### config.mk
export PLATFORM = sky130hd
export DESIGN_NAME = sh3_kernel
export DESIGN_NICKNAME = d
export VERILOG_FILES = /design/src/hdl/sh3_kernel.sv
export SDC_FILE = /design/constraint.sdc
export NUM_CORES = 1
export LEC_CHECK = 0
export BUFFER_PORTS_ARGS = -buffer_cell sky130_fd_sc_hd__buf_4
export CELL_PAD_IN_SITES_DETAIL_PLACEMENT = 1
export CELL_PAD_IN_SITES_GLOBAL_PLACEMENT = 1
export CORE_UTILIZATION = 45
export CTS_CLUSTER_DIAMETER = 150
export CTS_CLUSTER_SIZE = 30
export DETAILED_ROUTE_END_ITERATION = 8
export PLACE_DENSITY = 0.84
export RECOVER_POWER = 25
export SLEW_MARGIN = 30
export SYNTH_ARGS = -nofsm -noshare
export SYNTH_HDL_FRONTEND = slang
export SYNTH_SLANG_ARGS = --single-unit
### constraint.sdc
create_clock -name clk -period 7.51 [get_ports clk]
set_input_delay 0.751 -clock clk [delete_from_list [all_inputs] [get_ports clk]]
set_output_delay 0.751 -clock clk [all_outputs]
set_load 0.02 [all_outputs]
### src/hdl/sh3_kernel.sv
`timescale 1ns / 1ps

module sh3_kernel #(
  parameter int unsigned PIXEL_BITS = 8
) (
  input  logic                          clk,
  input  logic                          shift_en,
  input  logic                          restart,
  input  logic [PIXEL_BITS-1:0]         top,
  input  logic [PIXEL_BITS-1:0]         mid,
  input  logic [PIXEL_BITS-1:0]         bot,
  output logic signed [PIXEL_BITS+4:0]  value
);

  localparam int unsigned OB = PIXEL_BITS + 5;

  // two previous columns, each top, middle, bottom
  logic [PIXEL_BITS-1:0] win [6];
  logic [OB-1:0]         centre9;
  logic [OB-1:0]         ring;

  always_comb begin
    centre9 = (OB'(win[4]) << 3) + OB'(win[4]);
    ring    = OB'(win[0]) + OB'(win[1]) + OB'(win[2]) + OB'(win[3]) +
              OB'(win[5]) + OB'(top) + OB'(mid) + OB'(bot);
    value   = signed'(centre9 - ring);
  end

  always_ff @(posedge clk) begin
    if (shift_en) begin
      win[0] <= restart ? '0 : win[3];
      win[1] <= restart ? '0 : win[4];
      win[2] <= restart ? '0 : win[5];
      win[3] <= top;
      win[4] <= mid;
      win[5] <= bot;
    end
  end

endmodule

== After elaboration in Yosys (flattened, before gate mapping) ==
Memory sizes are Yosys's and may differ from the RTL's.
Cells that the tools add are included.

* Bits in registers: 0
* Latch bits: 0
* RAM bits: 48
* Memory bits (read-only): 0
* Input bits: 27
* Output and inout port bits: 13
* Logic and storage cells: 15
* Memories kept: 1

* Add/subtract/negate cells: 9
* Multiply operators: 0
* Divide/modulo/power cells: 0
* $lt $le $gt $ge: 0
* Equality and inequality tests: 0
* Shift-type cells: 0
* Muxes and demuxes: 5
* Bitwise gates (word level): 0
* Reduce and logical (&&, ||, !) cells: 0

{| class="wikitable"
|+ Memories
! name !! depth !! width !! rd ports !! clocked after Yosys merged registers in !! write ports !! line !! RTL
|-
| win || 6 || 8 || 6 || 0 || 6 || 18 || <nowiki>logic [PIXEL_BITS-1:0] win [6];</nowiki>
|}

{| class="wikitable"
|+ Operator list
! operator !! count
|-
| 13-bit by 8-bit adder with 13-bit output || 2
|-
| 11-bit by 8-bit adder with 12-bit output || 2
|-
| 8-bit two-way mux || 3
|-
| 12-bit by 8-bit adder with 13-bit output || 1
|-
| 12-bit by 13-bit subtractor with 13-bit output || 1
|-
| 10-bit by 8-bit adder with 11-bit output || 1
|-
| 9-bit by 8-bit adder with 10-bit output || 1
|-
| 8-bit by 8-bit adder with 9-bit output || 1
|-
| 1-bit two-way mux || 2
|}

== Depth between registers and ports, before layout ==
An unclocked memory read counts as a cell.

* Depth after elaboration: 9
* Gate-level depth with buffers: 15
* Depth with buffers taken out: 15

== Worst setup path before layout ==
OpenSTA, ideal clock, no wires.

* Path kind: input port to output port
* From: input port top[4]
* To: output port value[10]
* Arrival time: 4.830 ns
* Required time: 6.759 ns
* Slack: 1.929 ns
* Stages: 13
* Buffers on the path: 0
* Cells stage by stage: fa_1 > inv_1 > fa_1 > fa_1 > fa_1 > inv_1 > fa_1 > inv_1 > ha_1 > and3_1 > a221o_1 > o21a_1 > xnor2_1

* Cells in the longest elaborated chain, start to end: 4

{| class="wikitable"
|+ RTL lines
! what !! line !! RTL
|-
| start: declaration || 9 || <nowiki>input logic [PIXEL_BITS-1:0] top,</nowiki>
|-
| 12-bit by 8-bit adder with 13-bit output || 25 || <nowiki>OB'(win[5]) + OB'(top) + OB'(mid) + OB'(bot);</nowiki>
|-
| 13-bit by 8-bit adder with 13-bit output (2 in a row) || 25 ||
|-
| 12-bit by 13-bit subtractor with 13-bit output || 26 || <nowiki>value = signed'(centre9 - ring);</nowiki>
|-
| end: declaration || 12 || <nowiki>output logic signed [PIXEL_BITS+4:0] value</nowiki>
|}

No other way between the ends.

== Final worst setup path ==
* From: input port bot[4]
* To: output port value[8]

* Cells in the longest elaborated chain, start to end: 2

{| class="wikitable"
|+ RTL lines
! what !! line !! RTL
|-
| start: declaration || 11 || <nowiki>input logic [PIXEL_BITS-1:0] bot,</nowiki>
|-
| 13-bit by 8-bit adder with 13-bit output || 25 ||
|-
| 12-bit by 13-bit subtractor with 13-bit output || 26 ||
|}

No other way between the ends.

==> results.cfg <==
[global_routing]
first_global_vias = 2619
global_route.usage.total = 0.195
grt_max_degree = 49
global_route.overflow_total = 0
grt_pass1_wl_mm = 12.8
grt_antenna_before_repair = 0

[clock_tree]
cts.reportedPaths.clkPinSlew_ns = 0.09
number_of_gates_given_a_new_drive_strength_after_cts = 0
clk-insertion-delay-late_ns = 0.31
tritoncts = done
cts_htree_levels = 2
clock_tree.buffer_depth = 2
postCtsSetupRepairBufs = 0
cts.sink_count = 48
cts_made_buffers = 5
cts_root_buf = sky130_fd_sc_hd__clkbuf_8
holdBufCountCts = 0

[logic_synthesis]
synthesis.nets = 424
syn-instance-count = 312
synth.cell_area_mm2 = 0.00386
synth_sequential_area_ratio = 0.373
synthesis_warning_total = 0
syn_avg_cell_area_um2 = 12.4
distinct_cell_type_count_after_synthesis = 32
synth_seq_cells = 48

[critical_path]
timing.critical_path.from = bot[4]
path_max_fanout = 6
worst_setup_path_start_kind = input port
nature_of_the_critical_path_endpoint = output pin
critical_path.slowest_cell = sky130_fd_sc_hd__fa_1
cp_slowest_stage_delay_ns = 0.57
critical_path_class = input port to output pin
startpoint_of_the_lowest_slack_register_to_register_path = win[4][0]
rrSetupSlack_ns = 6.35
worstPathRequired_ns = 6.76
cp.arrival_ns = 5.09
crit_path_cells = clkbuf_1 -> inv_1 -> fa_1 -> fa_1 -> fa_1 -> fa_1 -> inv_1 -> fa_1 -> inv_1 -> ha_1 -> and3_1 -> a221o_1 -> o31ai_2 -> xnor2_1 -> buf_4
path_common_cell = sky130_fd_sc_hd__fa_1

[worst_hold_path]
hold_class = register to register
hold_path.startpoint = win[5][6]

[routing]
vias = 2277
drt-pass1-iter-count = 4
detail_route.drc_violations = 0
wl_mm = 7.80
violation_count_after_the_first_detailed_routing_iteration = 50
route.antenna.remaining_nets = 0
viasPerCell = 4.93
route.detailed.wl_per_inst_um = 16.9

[floorplan]
ios = 40
die_height_um = 94.6
standard_cell_rows = 33
design.core.area_mm2 = 0.00826
die-width_um = 94.6
die_area_mm2 = 0.00896
start_util = 0.468

[sta]
timing_worst_slew_pin_value_ns = 1.21
clock_skews_ns = 0.0103
max_clock_freq_mhz = 171
totalNegativeSetupSlack_ns = 0
finalSetupViolCount = 0
timing.hold.ws_ns = 0.583
final.period_utilization = 0.778
hold_violations = 0
layout_min_cycle_time_ns = 5.84
grt_setup_unrepaired = false
final-max-slew-violation-count = 0
max-slew-margin-rel = 0.192

[flow_run]
max-cap-violations = 0

[final_layout]
n_antenna_cell = 0
max_flop_register = win
reg_top3 = win x48
design.final.nets = 468
flip_flop_count_of_the_largest_register_after_layout = 48
syn_to_final_growth_pct = 11.7
final_layout_size_suffix_gt1_frac = 0.0812

[placement]
place.detailed.hpwl_mm = 6.38
gpl.final_weighted_congestion = 0.744
io_buffer_count = 39

[status]
status = complete, no violations
synth_stat cells, drive strengths merged:
master,n,area share
nor2,19,0.018
mux2i,2,0.0052
a311oi,1,0.0023
o221ai,1,0.0023
nor3b,1,0.0019
a21oi,9,0.013
a221o,1,0.0026
nor2b,13,0.021
o21ai,4,0.0052
xor2,3,0.0068
clkbuf,2,0.0019
inv,89,0.086
o31ai,2,0.0052
nand3,1,0.0013
ha,23,0.075
o211a,1,0.0026
xnor2,8,0.018
o21a,2,0.0039
fa,62,0.32
and2,1,0.0016
and4b,1,0.0026
or3b,1,0.0023
nand2,4,0.0039
and3,2,0.0032
edfxtp,48,0.37
o211ai,2,0.0039
or3,2,0.0032
o311ai,2,0.0045
nor3,3,0.0039
a21o,2,0.0039
kinds of logic (layout without fill, tap and decap cells):
kind of cell             count (synthesis)  count (layout)  synth area share
multiplexers                             2               2           0.00518
flip-flops                              48              48             0.373
adder cells (fa/ha/maj)                 85              85             0.396
XOR/XNOR                                11              11            0.0249
AND/OR/NAND/NOR                         48              48            0.0635
AO/OA/AOI/OAI                           27              27            0.0489
buffers and inverters                   91             136            0.0884
layer usage:
metal,vias up,global-route usage,part of all wire
met2,38,0.375,0.57
met3,14,0.0314,0.027
met1,1161,0.225,0.38
met5,-,0,0
met4,0,0.0455,0.014
li1,1064,-,-
placed cells by master (no fill, tap or decap), types with 2 or more instances in the layout:
master                     synthesis  layout
sky130_fd_sc_hd__and3_1            2       2
sky130_fd_sc_hd__ha_1             23      23
sky130_fd_sc_hd__nor2b_1          13      13
sky130_fd_sc_hd__clkbuf_8          0       5
sky130_fd_sc_hd__xnor2_1           8       8
sky130_fd_sc_hd__edfxtp_1         48      48
sky130_fd_sc_hd__xor2_1            3       3
sky130_fd_sc_hd__buf_4             0      14
sky130_fd_sc_hd__clkbuf_4          0       5
sky130_fd_sc_hd__clkbuf_1          2      20
sky130_fd_sc_hd__a21oi_1           8       8
sky130_fd_sc_hd__fa_1             62      62
sky130_fd_sc_hd__o211ai_1          2       2
sky130_fd_sc_hd__or3_1             2       2
sky130_fd_sc_hd__nor3_1            3       3
sky130_fd_sc_hd__mux2i_1           2       2
sky130_fd_sc_hd__o21a_1            2       2
sky130_fd_sc_hd__o311ai_0          2       2
sky130_fd_sc_hd__inv_1            89      89
sky130_fd_sc_hd__o21ai_0           4       4
sky130_fd_sc_hd__nor2_1           19      19
sky130_fd_sc_hd__a21o_1            2       2
sky130_fd_sc_hd__nand2_1           4       4
worst paths after layout:
path,end,cells after the start
setup / recovery,value[8],15
hold / removal,win[2][6],2
setup reg to reg,win[1][0],2
hold reg to reg,win[2][6],2
worst max-delay path, delay by kind of cell:
family                   cells  cell delay [ns]
AO/OA/AOI/OAI                2             0.62
AND/OR/NAND/NOR              1             0.19
adder cells (fa/ha/maj)      6             2.93
buffers and inverters        5             0.45
XOR/XNOR                     1             0.14
area by class of cell:
cell class	instances	area, um2
Multi-Input combinational cell	173	2080
Fill cell	901	3940
Timing Repair Buffer	39	218
Tap cell	105	131
Clock inverter	3	42.5
Sequential cell	48	1440
Clock buffer	5	68.8
Inverter	89	334
stage by stage:
step	setup slack (ns)	instance area (um2)	utilization	std cells
2_1_floorplan	1.93	3860	-	312
3_3_place_gp	1.72	4280	0.518	454
3_5_place_dp	1.68	4280	0.518	454
4_1_cts	1.65	4390	0.532	462
5_1_grt	1.46	4320	0.523	462
6_report	1.67	4320	0.523	462
Power is not shown: default switching activity piles up to over one toggle a cycle in this logic, so the estimate is an artifact.
