**config.mk**
```make
export PLATFORM = sky130hd
export DESIGN_NAME = sh3_pos_ctrl
export DESIGN_NICKNAME = d
export VERILOG_FILES = /design/src/hdl/sh3_pkg.sv /design/src/hdl/sh3_pos_ctrl.sv
export SDC_FILE = /design/constraint.sdc
export NUM_CORES = 1
export LEC_CHECK = 0
export ABC_CLOCK_PERIOD_IN_PS = 4500
export BUFFER_PORTS_ARGS = -buffer_cell sky130_fd_sc_hd__buf_2
export CAP_MARGIN = 20
export CORE_UTILIZATION = 34
export CTS_CLUSTER_SIZE = 24
export DETAILED_ROUTE_END_ITERATION = 12
export GPL_TIMING_DRIVEN = 0
export PLACE_DENSITY_LB_ADDON = 0.05
export SETUP_SLACK_MARGIN = 0.2
export SYNTH_ARGS = -nofsm -noshare
export SYNTH_HDL_FRONTEND = slang
export SYNTH_SLANG_ARGS = --single-unit
export TNS_END_PERCENT = 10
```
**constraint.sdc**
```tcl
create_clock -name clk -period 4.5 [get_ports clk]
set_clock_uncertainty 0.1 [all_clocks]
set_input_delay 0.9 -clock clk [delete_from_list [all_inputs] [get_ports clk]]
set_output_delay 0.9 -clock clk [all_outputs]
set_load 0.01 [all_outputs]
```
**src/hdl/sh3_pkg.sv**
```systemverilog
`timescale 1ns / 1ps

package sh3_pkg;

  // width register as written by the configuration port
  localparam int unsigned CFG_BITS = 11;
  localparam logic [CFG_BITS-1:0] CFG_RESET = 11'd1024;

  // narrowest row that still holds an interior pixel
  localparam int unsigned MIN_WIDTH = 3;

  // rows needed above the current one before a window is complete
  localparam logic [1:0] ROWS_FULL = 2'd2;

  // first column whose window lies fully inside the row
  localparam int unsigned FIRST_INNER_COL = 2;

  typedef struct packed {
    logic emit;     // window is interior, a result follows
    logic last;     // last pixel of the input row
    logic restart;  // first pixel of a frame, window starts empty
  } item_tag_t;

endpackage

```
**src/hdl/sh3_pos_ctrl.sv**
```systemverilog
`timescale 1ns / 1ps

module sh3_pos_ctrl #(
  parameter int unsigned MAX_LINE = 1024
) (
  input  logic                          clk,
  input  logic                          rst,
  input  logic                          cfg_write,
  input  logic [sh3_pkg::CFG_BITS-1:0]  cfg_data,
  input  logic                          advance,
  input  logic                          frame_start,
  output logic [$clog2(MAX_LINE)-1:0]   col,
  output sh3_pkg::item_tag_t            tag
);

  localparam int unsigned CW = $clog2(MAX_LINE);
  localparam int unsigned LW = $clog2(MAX_LINE + 1);

  logic [LW-1:0] width;
  logic [LW-1:0] width_next;
  logic [CW-1:0] column_pos;
  logic [1:0]    rows_seen;
  logic [1:0]    rows_cur;

  // clamp the written width once, at write time
  always_comb begin
    if (32'(cfg_data) < 32'(sh3_pkg::MIN_WIDTH)) begin
      width_next = LW'(sh3_pkg::MIN_WIDTH);
    end else if (32'(cfg_data) > 32'(MAX_LINE)) begin
      width_next = LW'(MAX_LINE);
    end else begin
      width_next = LW'(cfg_data);
    end
  end

  always_comb begin
    col      = frame_start ? '0 : column_pos;
    rows_cur = frame_start ? 2'd0 : rows_seen;
    tag.restart = frame_start;
    tag.last    = (32'(col) + 32'd1 >= 32'(width));
    tag.emit    = (rows_cur >= sh3_pkg::ROWS_FULL) &&
                  (32'(col) >= 32'(sh3_pkg::FIRST_INNER_COL));
  end

  always_ff @(posedge clk) begin
    if (rst) begin
      width      <= LW'(32'(sh3_pkg::CFG_RESET) > 32'(MAX_LINE) ?
                       32'(MAX_LINE) : 32'(sh3_pkg::CFG_RESET));
      column_pos <= '0;
      rows_seen  <= 2'd0;
    end else begin
      if (cfg_write) begin
        width <= width_next;
      end
      if (advance) begin
        if (tag.last) begin
          column_pos <= '0;
          rows_seen  <= (rows_cur < sh3_pkg::ROWS_FULL) ? rows_cur + 2'd1 : rows_cur;
        end else begin
          column_pos <= col + CW'(1);
          rows_seen  <= rows_cur;
        end
      end
    end
  end

endmodule

```
# == Yosys cells after proc, flatten, opt, wreduce, memory -nomap -nowiden ==
# Index checks and enable logic that the tools add are counted.
# word_totals
regBits,23
inputBits,16
out_inout_bits,13
wordCells,20
# op_classes
add_sub_neg,3
magnitude_cmp,6
muxes,7
reduce_logical,1
# ops
op,count
$mux 11,2
$mux 10,2
$add 10x1->11 const B,1
$ge 11x11->1,1
$gt 11x11->1 const B,1
$lt 11x2->1 const B,1
$add 10x1->10 const B,1
$ge 10x2->1 const B,1
$mux 2,3
$add 2x1->2 const B,1
$ge 2x2->1 const B,1
$lt 2x2->1 const B,1
$logic_and 1x1->1,1

# == Depth between registers and ports, before layout ==
# Gate-level depths: netlist (run 1).
# depth
depth_word,4
ltp_mapped,14
mapped_depth_nobuf,13

# == Worst setup path before layout (run 1) ==
# No wires, ideal clock.
# synth_path
path_kind,in2out
startpoint,input frame_start
endpoint,output tag[1] in the netlist's numbering
t_arrival_ns,3.343
required_time_ns,3.500
setup_slack_ns,0.157
stages,13
path_buffers,1
cell_sequence,buf_2 > nor2b_1 > ha_1 > nand4_1 > nor2_2 > and3_1 > xor2_1 > ha_1 > nand3_2 > nor2_1 > a221oi_2 > o21a_1 > inv_1
# synth_rtl
item,line_no,rtl
"start, declared",sh3_pos_ctrl.sv:11,"input logic frame_start,"
"end, declared",sh3_pos_ctrl.sv:13,output sh3_pkg::item_tag_t tag

==> results.tsv, run 1 <==
stage	metric	value	unit
grt	grt_max_degree	13	
logic_synthesis	synth_edf_count	0	
grt	antenna_found_initial	0	
placement	hpwl	3060	um
power	cellPowerDensity	211	mW/mm2
grt	grt_pass1_wl	6780	um
clock_tree	clockRootBuffer	clkbuf_8	
route	ant_nets	0	
route	vias	1437	
floorplanning	die_x	69.5	um
worst_setup_path	start_kind	primary input	
power	fin_total_pwr	0.000422	W
worst_setup_path	r2r_start	column_pos[1]	
logic_synthesis	synth_fa_ha_area_share	11.3	%
route	post-route-drc-count	0	
route	dr.first_iter.drc_count	71	
sta	max_slew_margin	61.9	%
logic_synthesis	synth_warnings	0	
hold_path	hold_depth	2	
worst_setup_path	rr_worst_depth	14	
logic_synthesis	synth_area_leader_cell	dfxtp_1	
power	worst_ir_drop_vdd	81.0	uV
logic_synthesis	syn_nets	214	
logic_synthesis	netlist_area	0.00155	mm2
placement	portBuffers	27	
clock_tree	clk_pin_slew	0.09	ns
logic_synthesis	ys.flop_type	dfxtp_1	
placement	place.gp.congestion	0.804	
route	detail_route.wl_per_cell	15.0	um
worst_setup_path	path_class	in -> out	
sta	period_share	93.8	%
logic_synthesis	async_flop_share	0	%
hold_path	hp-class	reg -> reg	
clock_tree	cts_sinks	23	
worst_setup_path	worst_ep_arrival_time	3.22	ns
final_layout	syn_to_final_growth	29.4	%
clock_tree	cts.htree.levels	1	
route	wl	4140	um
logic_synthesis	synthMuxAreaShare	0	%
final_layout	final_core_util	46.0	%
floorplanning	coreArea	0.00435	mm2
final_layout	multiInputGateArea	0.00109	mm2
grt	grt.total_usage	17.7	%
sta	fin_hold_ws	0.374	ns
sta	setup_viol	0	
power	power.leakage	0.927	nW
sta	period_needed	4.22	ns
clock_tree	clock_path_buffers	2	
final_layout	diodes	0	
floorplanning	io_pins	29	
route	firstDrtPassIters	4	
clock_tree	cts_buffers	3	
logic_synthesis	avgSynthCellArea	8.41	um2
final_layout	final_cell_mix	26 x buf_2, 23 x dfxtp_1, 21 x nor2_1	
hold_path	min_from	width[1]	
final_layout	seq_area	460	um2
worst_setup_path	critPathRequiredTime	3.50	ns
placement	dp_cells	263	
logic_synthesis	synth_seq_cells	23	
grt	grt_overflow_total	0	
logic_synthesis	synth_cells	184	
status	outcome	completed	
worst_setup_path	end_kind	primary output	
clock_tree	cts_tree	yes	
sta	finalSetupTns	0	ns
floorplanning	rows	24	
floorplanning	die_area	0.00483	mm2
hold_path	min_to	width[1]	
sta	rsz0062_at_grt	true	
sta	tightest_slew	0.570	ns
logic_synthesis	synthTopCellsByArea	dfxtp_1 30%, ha_1 11%, nor2_1 5.3%, inv_1 5.1%, a22oi_1 3.9%	
final_layout	layout-drive-gt1-share	29.8	%
worst_setup_path	r2r_setup_slack	1.51	ns
worst_setup_path	reg2reg_to	column_pos[0]	
sta	fmax	0.237	GHz
logic_synthesis	synth_compound_area_share	20.0	%
logic_synthesis	synthSimpleGateAreaFrac	26.6	%
logic_synthesis	ys_seq_area_share	29.7	%
grt	grt_pass1_vias	1449	
final_layout	final_common_cell	buf_2	
route	via_per_inst	5.19	
final_layout	fin_nets	256	
logic_synthesis	synth_top_family_by_area	simple AND/OR/NAND/NOR gates	
logic_synthesis	yosys.area_share.xor_xnor	5.01	%
sta	drv_slew	0	
logic_synthesis	synth.distinct_cells	43	
final_layout	finalNonFillerCells	277	
floorplanning	start_util	35.5	%
clock_tree	clk_latency	0.27	ns
clock_tree	cts_hold_buf	0	
job	max-cap-violations	0	
final_layout	fillers	433	
worst_setup_path	crit_fanout	4	
floorplanning	dieHeight	69.5	um
sta	finalHoldViolations	0	
logic_synthesis	synth.top_cell.area_share	29.7	%
flip-flops by register name, summed over array words and instances, names as in the netlist:
signal	flops
column_pos	10
rows_seen	2
width	11
kinds of logic after synthesis:
group / after synthesis
xor gates and xnor gates: 8
AOI/OAI and AO/OA: 42
buffers and inverters: 29
and+or+nand+nor: 68
DFF: 23
adders and majority gates: 14
stage by stage:
stage	setup WS (ns)	cell area [um2]
finish	0.279	2000
global route	0.176	2000
CTS	0.210	1930
detailed placement	-0.419	1750
global placement	-0.421	1750
floorplan	0.205	1550
routing by layer:
metal / vias up / GRT usage (%) / wire (um)
met2: 30 / 30.9 / 1980
met1: 672 / 22.2 / 1970
li1: 730 / - / -
met4: 0 / 5.44 / 52
met5: - / 0 / 0
met3: 5 / 2.76 / 141
final cells by class:
class,instances,share of cell area (%)
inverters,21,4.06
repair buffers,37,11.0
plain buffers,8,2.06
flip-flops and latches,23,23.0
well taps,52,3.25
multi-input cells,132,54.4
clock buffers,4,2.25
power by group:
part / switching (W) / leakage (nW) / internal (W)
Sequential: 0.00000395 / 0.187 / 0.000209
Clock: 0.0000744 / 0.0228 / 0.0000635
Combinational: 0.0000413 / 0.717 / 0.0000304
Total: 0.000120 / 0.927 / 0.000303
how the worst max path moves through the flow:
stage	slack, ns	start	end	cells after the start
finish	0.28	frame_start	tag[1]	16
global route	0.18	frame_start	tag[1]	16
CTS	0.21	frame_start	tag[1]	16
detailed placement	-0.42	frame_start	tag[1]	16
global placement	-0.42	frame_start	tag[1]	16
floorplan	0.20	frame_start	tag[1]	14
synthesized netlist by cell type (2+ instances only):
cell and number:
nand3b_1 4, nor2_1 22, o31ai_1 2, clkbuf_1 6, inv_1 21, nor4_2 2
xnor2_1 2, a41o_1 4, nor2b_1 5, o21ai_1 2, nand2b_1 3, a21oi_1 9
a22oi_1 8, nor2_2 2, and3_1 2, o32ai_1 4, nand3_2 2, o211ai_1 4
nor4_1 2, nand3_1 2, xor2_1 5, nor3b_1 4, a31oi_1 3, ha_1 14
nand2_1 10, dfxtp_1 23
critical path, cell delays in order:
cell and delay [ns]:
buf_8 0.10, buf_6 0.12, nand2b_4 0.15, inv_4 0.07, ha_4 0.13, nand4_1 0.11
nor2_2 0.17, and3_4 0.24, and3_4 0.21, ha_4 0.22, nand3_4 0.09, nor2_4 0.05
a221oi_4 0.28, o21a_2 0.21, inv_1 0.04, buf_2 0.13
timing repair:
item                                    CTS  global route
endpoints found under the setup margin    1             1
resized for setup                        15             9
buffers inserted                          5             5
pin swaps                                 4             6
Note: power is estimated with default switching activity, not from simulation.
==> run 2: changes to the inputs <==
- CORE_MARGIN: default -> 3
==> run 2 against run 1 <==
Against the previous run: utilization rose by 0.78 points; critical endpoint unchanged; largest cell class unchanged; cell count shrank 0.36%; combinational power about the same; via count increased by 1.9%; non-clock buffer count increased by 1; largest power group unchanged; first-iteration DRC count shrank 9.9%; count of clock-buffer cells in the layout did not move.
==> results.tsv, run 2 (synthesized netlist as in run 1, its figures left out) <==
stage	metric	value	unit
final_layout	seq_area	460	um2
clock_tree	clockRootBuffer	clkbuf_8	
final_layout	largest_register	width	
route	detail_route.wl_per_cell	15.6	um
job	max-cap-violations	0	
route	wl	4320	um
sta	setup_viol	0	
hold_path	hp-class	reg -> reg	
route	post-route-drc-count	0	
floorplanning	coreArea	0.00420	mm2
clock_tree	clk_pin_slew	0.08	ns
floorplanning	io_pins	29	
power	cellPowerDensity	212	mW/mm2
route	firstDrtPassIters	4	
worst_setup_path	rr_worst_depth	13	
placement	hpwl	3250	um
clock_tree	clock_path_buffers	2	
worst_setup_path	r2r_setup_slack	1.55	ns
worst_setup_path	end_kind	primary output	
power	fin_total_pwr	0.000417	W
sta	period_share	92.9	%
route	dr.first_iter.drc_count	64	
clock_tree	cts.htree.levels	1	
floorplanning	die_x	73.5	um
grt	grt_pass1_vias	1448	
final_layout	biggestRegsByFlops	width (11), column_pos (10), rows_seen (2)	
grt	antenna_found_initial	0	
sta	finalHoldViolations	0	
sta	rsz0062_at_grt	true	
route	vias	1464	
status	outcome	completed	
worst_setup_path	crit_fanout	6	
placement	portBuffers	27	
floorplanning	rows	23	
sta	fin_hold_ws	0.370	ns
worst_setup_path	critPathRequiredTime	3.50	ns
final_layout	final_cell_mix	25 x buf_2, 23 x dfxtp_1, 21 x nor2_1	
sta	tightest_slew	0.579	ns
worst_setup_path	path_class	in -> out	
worst_setup_path	worst_ep_arrival_time	3.18	ns
worst_setup_path	critPathMaxStageDelay	0.29	ns
route	via_per_inst	5.30	
sta	max_slew_margin	61.4	%
hold_path	min_from	width[1]	
grt	grt_max_degree	13	
final_layout	largest_reg_flops	11	
floorplanning	dieHeight	73.5	um
clock_tree	cts_buffers	3	
final_layout	final_common_cell	buf_2	
route	ant_nets	0	
worst_setup_path	r2r_start	column_pos[1]	
grt	grt_pass1_wl	6980	um
final_layout	layout-drive-gt1-share	29.6	%
final_layout	fillers	434	
hold_path	hold_depth	2	
final_layout	diodes	0	
worst_setup_path	cp_num_buf_inv	5	
hold_path	min_to	width[1]	
worst_setup_path	reg2reg_to	column_pos[1]	
clock_tree	cts_sinks	23	
grt	grt.total_usage	16.4	%
worst_setup_path	slowest_stage	a221oi_2	
power	worst_ir_drop_vdd	169	uV
floorplanning	start_util	36.8	%
clock_tree	cts_hold_buf	0	
floorplanning	die_area	0.00540	mm2
final_layout	syn_to_final_growth	27.0	%
placement	place.gp.congestion	0.855	
clock_tree	cts_tree	yes	
sta	period_needed	4.18	ns
worst_setup_path	cp_top_family	simple AND/OR/NAND/NOR gates	
final_layout	fin_nets	257	
sta	drv_slew	0	
worst_setup_path	crit_chain	buf_8 > buf_8 > nand2b_4 > inv_4 > ha_4 > nand4_1 > nor2_2 > and3_4 > and3_1 > ha_4 > nand3_2 > nor2_2 > a221oi_2 > o21a_2 > inv_2 > buf_6	
sta	setup_slack	0.318	ns
clock_tree	clk_latency	0.27	ns
worst_setup_path	start_kind	primary input	
sta	finalSetupTns	0	ns
power	power.leakage	0.931	nW
grt	grt_overflow_total	0	
final_layout	multiInputGateArea	0.00104	mm2
placement	pre_cts_ws	-0.445	ns
sta	fmax	0.239	GHz
-- run 2: power by group --
group / switching, W / leakage (nW) / internal [W]
Combinational: 0.0000412 / 0.722 / 0.0000308
Clock: 0.0000692 / 0.0228 / 0.0000633
Sequential: 0.00000396 / 0.187 / 0.000209
-- run 2: through the flow --
stage,utilization (%),cell area [um2],std cells
6_report,46.8,1970,276
5_1_grt,46.8,1970,276
4_1_cts,44.8,1880,270
3_5_place_dp,41.6,1750,261
3_3_place_gp,41.6,1750,261
2_1_floorplan,-,1550,184
-- run 2: cell type report --
type	instances	area share, %
multi-input cells	132	52.8
flip-flops and latches	23	23.4
repair buffers	38	11.9
plain buffers	8	2.29
well taps	50	3.18
inverters	21	4.14
clock buffers	4	2.29
-- run 2: what timing repair did --
| item | in CTS | in global routing |
|---|---|---|
| endpoints found under the setup margin | 1 | 1 |
| setup buffers | 5 | 6 |
| resized for setup | 11 | 10 |
| pin swaps | 4 | 5 |
-- run 2: how the worst max path moves through the flow --
stage / cells after the start / slack [ns] / to / startpoint
3_5_place_dp: 16 / -0.45 / tag[1] / frame_start
6_report: 16 / 0.32 / tag[1] / frame_start
4_1_cts: 16 / 0.24 / tag[1] / frame_start
5_1_grt: 16 / 0.17 / tag[1] / frame_start
2_1_floorplan: 14 / 0.20 / tag[1] / frame_start
3_3_place_gp: 16 / -0.34 / tag[1] / frame_start
-- run 2: worst reg2reg max path: stages, from the launching register on --
cell	delay [ns]
dfxtp_1	0.39
nor2b_4	0.24
ha_4	0.17
nand4_1	0.11
nor2_2	0.17
and3_4	0.23
and3_1	0.21
ha_4	0.22
nand3_2	0.08
nor2_2	0.05
a221oi_2	0.29
buf_4	0.18
o211ai_2	0.18
o31ai_1	0.26
-- run 2: routing by layer --
metal	routed length (um)	vias up	track usage [%]
met5	0	-	0
met4	46	0	2.82
met3	158	4	3.69
met2	2070	27	27.2
met1	2040	698	22.0
li1	-	735	-
==> run 3: changes to the inputs <==
- PLACE_DENSITY_LB_ADDON: 0.05 -> default
==> run 3 against run 2 <==
Against the previous run: cell area grew 2.0%; fmax shrank 1.7%; sequential power is essentially flat; global-route usage shrank 1.3 points; count of clock-buffer cells in the layout shrank 1; die area is the same; routed wire length shrank 8.2%; non-clock buffer count grew 1; largest cell class unchanged; setup slack lost 0.073 ns; clock power is essentially flat.
==> results.tsv, run 3 (synthesized netlist as in run 1, its figures left out) <==
stage	metric	value	unit
final_layout	final_cell_mix	25 x buf_2, 23 x dfxtp_1, 21 x nor2_1	
route	ant_nets	0	
grt	grt_max_degree	15	
worst_setup_path	rr_worst_depth	14	
clock_tree	cts_buffers	3	
route	firstDrtPassIters	6	
worst_setup_path	crit_fanout	5	
worst_setup_path	critPathRequiredTime	3.50	ns
status	outcome	completed	
placement	pre_cts_ws	-0.408	ns
final_layout	biggestRegsByFlops	width (11), column_pos (10), rows_seen (2)	
floorplanning	coreArea	0.00420	mm2
clock_tree	clk_latency	0.27	ns
grt	grt_pass1_vias	1420	
floorplanning	die_area	0.00540	mm2
sta	setup_slack	0.245	ns
final_layout	final_common_cell	buf_2	
route	wl	3960	um
worst_setup_path	startpoint	frame_start	
power	cellPowerDensity	209	mW/mm2
final_layout	diodes	0	
placement	hpwl	2900	um
route	vias	1438	
placement	dp_cells	261	
route	via_per_inst	5.19	
sta	setup_viol	0	
final_layout	layout-drive-gt1-share	31.7	%
sta	tightest_slew	0.565	ns
job	max-cap-violations	0	
floorplanning	die_x	73.5	um
worst_setup_path	worstSetupEndpoint	tag[1]	
worst_setup_path	worst_ep_arrival_time	3.25	ns
sta	max_slew_margin	62.2	%
route	dr.first_iter.drc_count	72	
hold_path	hp-class	reg -> reg	
floorplanning	io_pins	29	
clock_tree	clockRootBuffer	clkbuf_8	
worst_setup_path	path_class	in -> out	
power	worst_ir_drop_vdd	107	uV
placement	place.gp.congestion	0.784	
route	detail_route.wl_per_cell	14.3	um
clock_tree	clk_pin_slew	0.09	ns
grt	grt_pass1_wl	6520	um
grt	antenna_found_initial	0	
grt	grt.total_usage	15.1	%
grt	grt_overflow_total	0	
worst_setup_path	r2r_start	column_pos[1]	
sta	drv_slew	0	
final_layout	finalNonFillerCells	277	
placement	portBuffers	27	
route	post-route-drc-count	0	
final_layout	syn_to_final_growth	29.6	%
clock_tree	cts_hold_buf	0	
sta	period_share	94.6	%
power	fin_total_pwr	0.000419	W
power	power.leakage	0.938	nW
sta	finalHoldViolations	0	
final_layout	largest_register	width	
clock_tree	cts_sinks	23	
placement	placed_cell_area	0.00175	mm2
floorplanning	dieHeight	73.5	um
sta	fmax	0.235	GHz
worst_setup_path	end_kind	primary output	
final_layout	largest_reg_flops	11	
sta	rsz0062_at_grt	true	
final_layout	fin_nets	258	
floorplanning	rows	23	
floorplanning	start_util	36.8	%
clock_tree	cts.htree.levels	1	
final_layout	design_area	0.00201	mm2
clock_tree	clock_path_buffers	2	
worst_setup_path	start_kind	primary input	
worst_setup_path	reg2reg_to	column_pos[0]	
sta	finalSetupTns	0	ns
sta	period_needed	4.25	ns
clock_tree	cts_tree	yes	
worst_setup_path	r2r_setup_slack	1.43	ns
## run 3: worst min-delay path by stage
stage	endpoint	from	cells after the start	slack [ns]
after floorplan	width[1]	width[1]	2	0.34
after global placement	width[1]	width[1]	2	0.35
after detailed placement	width[1]	width[1]	2	0.36
after CTS	width[1]	width[1]	2	0.37
after global routing	column_pos[5]	column_pos[5]	2	0.41
final	width[1]	width[1]	2	0.37
## run 3: critical path, stage by stage
cell and delay [ns]:
buf_8 0.10, buf_6 0.12, nand2b_4 0.14, inv_4 0.06
ha_4 0.13, nand4_1 0.12, nor2_2 0.19, and3_4 0.25
and3_4 0.21, ha_4 0.21, nand3_2 0.08, nor2_2 0.05
a221oi_2 0.31, o21a_2 0.21, inv_2 0.04, buf_6 0.11
## run 3: stage by stage
stage	hold WS (ns)	utilization, %
final	0.372	47.7
after global routing	0.406	47.7
after CTS	0.374	45.1
after detailed placement	0.361	41.6
after global placement	0.354	41.6
after floorplan	0.341	-
## run 3: area by class of cell
cell class / instances / area (um2)
fillers: 406 / 2200
multi-input cells: 132 / 1070
flip-flops and latches: 23 / 460
repair buffers: 39 / 241
inverters: 21 / 81.3
well taps: 50 / 62.6
clock buffers: 3 / 41.3
plain buffers: 8 / 41.3
clock inverters: 1 / 7.51
## run 3: report_power, final
group	switching [W]	leakage (nW)	internal, W
sequential	0.00000382	0.187	0.000209
clock	0.0000734	0.0217	0.0000627
combinational	0.0000402	0.729	0.0000294
total	0.000117	0.938	0.000301
## run 3: per-layer routing
| layer | track usage [%] | share of wire (%) | vias up |
|---|---|---|---|
| met2 | 24.1 | 50 | 17 |
| met4 | 3.82 | 1.5 | 0 |
| met1 | 20.4 | 46 | 682 |
| met3 | 3.56 | 2.7 | 4 |
| met5 | 0 | 0 | - |
| li1 | - | - | 735 |
## run 3: timing repair
item	4_1_cts	5_1_grt
pin swaps	5	8
endpoints found under the setup margin	1	1
hold endpoints to repair	0	0
gates resized for setup	11	13
buffers inserted	6	6
